### src/rtl/core/fnbc_pkg.sv
package fnbc_pkg;

   localparam int CoordW  = 32;
   localparam int EdgeW   = 33;   // coordinate difference
   localparam int ProdW   = 66;   // edge by edge product
   localparam int CrossW  = 67;   // cross product component
   localparam int MagW    = 65;   // magnitude of a cross component
   localparam int LoW     = 33;   // low part of a magnitude for the split square
   localparam int HiW     = MagW - LoW;
   localparam int SqW     = 130;  // square of a magnitude
   localparam int SumW    = 132;  // squared length
   localparam int ResW    = 168;  // root step remainder and partial product
   localparam int QW      = 15;   // scaled magnitude, 0 .. 16384
   localparam int NumBits = QW;
   localparam int UnitW   = 16;
   localparam int CodeW   = 8;
   localparam int CsrIdxW = 3;
   localparam int NumCodes = 6;
   localparam int FracSh  = 30;   // 2^30 = (2 * 16384)^2
   localparam logic [QW-1:0] Thresh = QW'(9830);
   localparam int Latency = 24;

   typedef enum logic [CsrIdxW-1:0] {
      CSR_NEG_X = 3'd0,
      CSR_POS_X = 3'd1,
      CSR_NEG_Y = 3'd2,
      CSR_POS_Y = 3'd3,
      CSR_NEG_Z = 3'd4,
      CSR_POS_Z = 3'd5
   } csr_index_type;

   typedef struct packed {
      logic             valid;
      logic [CodeW-1:0] code;
      logic [2:0]       neg;
      logic             degen;
   } side_type;

endpackage

### src/rtl/core/fnbc_classify.sv
module fnbc_classify (
   input  logic                                     clock,
   input  logic                                     reset,
   input  fnbc_pkg::side_type                       side_in,
   input  logic [2:0][fnbc_pkg::QW-1:0]             q_in,
   input  logic [fnbc_pkg::NumCodes-1:0][fnbc_pkg::CodeW-1:0] codes,
   output logic                                     strobe,
   output logic signed [fnbc_pkg::UnitW-1:0]        unit_x,
   output logic signed [fnbc_pkg::UnitW-1:0]        unit_y,
   output logic signed [fnbc_pkg::UnitW-1:0]        unit_z,
   output logic [fnbc_pkg::CodeW-1:0]               code_out,
   output logic                                     degenerate
);

   logic                               strobe_ff;
   logic signed [fnbc_pkg::UnitW-1:0]  unit_ff [3];
   logic [fnbc_pkg::CodeW-1:0]         code_ff;
   logic                               degen_ff;

   logic signed [fnbc_pkg::UnitW-1:0]  unit_in [3];
   logic [fnbc_pkg::CodeW-1:0]         code_in;
   logic [fnbc_pkg::NumCodes-1:0]      hit;

   always_comb begin
      for (int i = 0; i < 3; i++) begin
         if (side_in.degen) begin
            unit_in[i] = '0;
         end else if (side_in.neg[i]) begin
            unit_in[i] = -$signed({1'b0, q_in[i]});
         end else begin
            unit_in[i] = $signed({1'b0, q_in[i]});
         end
         hit[2*i]   = side_in.neg[i]  && (q_in[i] > fnbc_pkg::Thresh)
                      && (codes[2*i] != '0);
         hit[2*i+1] = !side_in.neg[i] && (q_in[i] > fnbc_pkg::Thresh)
                      && (codes[2*i+1] != '0);
      end
      code_in = side_in.code;
      // later direction wins
      if (!side_in.degen && side_in.code != '0) begin
         for (int c = 0; c < fnbc_pkg::NumCodes; c++) begin
            if (hit[c]) code_in = codes[c];
         end
      end
   end

   always_ff @(posedge clock) begin
      if (reset) strobe_ff <= 1'b0;
      else       strobe_ff <= side_in.valid;
   end

   always_ff @(posedge clock) begin
      for (int i = 0; i < 3; i++) unit_ff[i] <= unit_in[i];
      code_ff  <= code_in;
      degen_ff <= side_in.degen;
   end

   assign strobe     = strobe_ff;
   assign unit_x     = unit_ff[0];
   assign unit_y     = unit_ff[1];
   assign unit_z     = unit_ff[2];
   assign code_out   = code_ff;
   assign degenerate = degen_ff;

endmodule

### config.mk
export PLATFORM = sky130hd
export DESIGN_NAME = fnbc_classify
export DESIGN_NICKNAME = d
export VERILOG_FILES = /design/src/rtl/core/fnbc_pkg.sv /design/src/rtl/core/fnbc_classify.sv
export SDC_FILE = /design/constraint.sdc
export NUM_CORES = 1
export LEC_CHECK = 0
export CAP_MARGIN = 10
export CORE_MARGIN = 5
export CORE_UTILIZATION = 63
export CTS_CLUSTER_DIAMETER = 80
export CTS_CLUSTER_SIZE = 10
export DETAILED_ROUTE_END_ITERATION = 8
export DONT_BUFFER_PORTS = 1
export HOLD_SLACK_MARGIN = 0.15
export PLACE_DENSITY = 0.77
export SYNTH_ARGS = -nofsm -noshare
export SYNTH_HDL_FRONTEND = slang
export SYNTH_SLANG_ARGS = --single-unit
### constraint.sdc
create_clock -name clock -period 3.2 [get_ports clock]
set_input_delay 0.64 -clock clock [delete_from_list [all_inputs] [get_ports clock]]
set_output_delay 0.64 -clock clock [all_outputs]
set_load 0.05 [all_outputs]
==> run metrics <==
CP top delay family=simple AND/OR/NAND/NOR gates; Post-Place Cells=471; Core Area=5205 um2; Die Ht=approximately 84 um; 1st-pass router iterations=5; layout cells sized above 1=0.06715; Setup Buffers After CTS=0; Tcrit/Tclk final=0.7626; FF/Latch Area=1161 um2; WL/cell=19.93 um; post-route cell area=3669 um2; vias in the first global route=3,147; Worst EP arrival=approximately 2700 ps; Die Area=7010 um2; num rows=26; CTS Buffer Depth=2; commonest non-fill, non-tap cells in the layout=58 x dfxtp_1, 57 x nor2_1, 36 x nand2_1; Total GRT Usage=0.2727; WS Path Type=primary input to flop; WP buf/inv=1; DP Wirelength=7.589 mm; Inserted Clock Buffers=9; Final Hold Viols=0; multi-input logic area=2181 um2; max incr delay on CP=600 ps; vias=3,237; synth unique cells=57; status=finished clean; initial core utilization=0.6579; #FFs+latches synth=just under 60; drt via density=6.647; max-cap violation count=0; RSZ-0062 raised after global routing=no; worst-margin pin slew=1019 ps; remaining routing DRC violations=0; Gate Count Post-Synth=roughly 410; FFs w/ async S/R, synth=0; cts repair resizes=0; Post-Route Setup TNS=0 ps; Reg power frac=0.531; Layout fillers=423; PortBufs=0; Top FF cell, synth=dfxtp_1; DP Area=around 3500 um2; hold_buf cts=0; Worst slew margin=0.3164; remaining global-route overflow=0; TritonCTS clock tree=yes; switching pwr=0.6436 mW; Mapped Area=between 3000 and 4000 um2; Synthesized Nets=527; num ports=166; Final ANT Viol Nets=0; Slew Limit Fails=0; most common cell after layout, fill and taps aside=dfxtp_1; first-pass GRT wire length=roughly 16 mm; Placer Congestion=a little under 1; Net Sw Frac=0.3309; Synth warnings=0; fin cells=487; power density over the cells=530.1 nW/um2; Area growth syn-to-layout=7.125%; Crit Path Max Fanout=16; part of the power in the clock network=0.348; Final setup viols=0; fin crit period=2440 ps; n_diodes=0; WP data required=3460 ps; critical path startpoint category=primary input; register area share after synthesis=0.3391; leakage=between 1 and 1.5 nW; # nets final=about 530; H-tree levels=3; Worst setup EP type=flop; Post-synth EDFFs=0; CTS sink cnt=just under 60; Cell Chain, Critical Path=inv_1 -> ha_1 -> and4bb_1 -> nand4_2 -> o21ai_1 -> nor3_1 -> or4_1 -> a21oi_1; die span in x=83.73 um; Reg clk slew, reported paths=70 ps; initial antenna violation count=0; Hold Path Class=primary input to flop; largest net degree at the start of global routing=51; internal power=1.301 mW; VDD IR max=0.0003198 V; FMAX=409.8 MHz; Initial DRC Count=154; total routed wirelength=just under 10 mm; Syn Area/Cell=8.292 um2; Comb pwr share=0.121; root buf cell=clkbuf_8; CP max stage cell=o21ai_1
per-layer routing:
metal,up-vias,track usage,wire length (um)
li1,1541,-,-
met1,1503,0.3042,3460
met2,180,0.4570,4773
met3,13,0.1224,1337
met4,0,0.09942,134
met5,-,0,0
synth_stat cells (9+ instances only):
master	n	area share
inv_1	9	0.0099
nor4_1	19	0.035
dfxtp_1	58	0.34
xor2_1	34	0.087
clkbuf_1	11	0.012
o21ai_0	15	0.022
or3_1	12	0.022
a21oi_1	10	0.015
o31ai_1	9	0.020
nor2_1	57	0.062
or4_1	13	0.028
nand2_1	36	0.039
metrics by stage:
step	worst slack (ps)	hold slack, ps	util	power [mW]
final	759.6	327.9	0.7048	1.945
after global routing	545.8	313.1	0.7048	2.023
after CTS	787.7	313.5	0.7048	1.955
after detailed placement	440.7	670.0	0.6668	1.282
after global placement	557.8	670.5	0.6668	1.276
after floorplan	671.4	667.7	-	1.247
power groups by stage:
stage               clock network [mW]  registers [mW]  logic (mW)
finish                           0.677            1.03       0.235
global route                     0.718            1.04       0.266
CTS                              0.687            1.04       0.233
detailed placement                   0            1.05       0.231
global placement                     0            1.05       0.225
floorplan                            0            1.04       0.208
cell type report:
cell class                      count  share of cell area
Multi-Input combinational cell    333              0.5945
Clock inverter                      2            0.009550
Sequential cell                    58              0.3165
Timing Repair Buffer                1            0.002046
Clock buffer                       14             0.04434
Tap cell                           70             0.02387
Inverter                            9            0.009209
cell families after synthesis:
kind of cell | synth area share
AOI/OAI and AO/OA | 0.2148
adders and majority gates | 0.02192
xor gates and xnor gates | 0.09974
and+or+nand+nor | 0.2850
muxes | 0.01535
DFF | 0.3391
buffers and inverters | 0.02411
final timing paths:
path	slack, ps	startpoint	cells after the start	end
max	760	q_in[0]	8	code_out[5]
min	330	side_in[0]	0	degenerate
registers in the layout, summed over array words and instances (netlist names):
name,count
unit_ff,48
code_out,8
degenerate,1
strobe,1
Note: power is estimated with default switching activity, not from simulation.
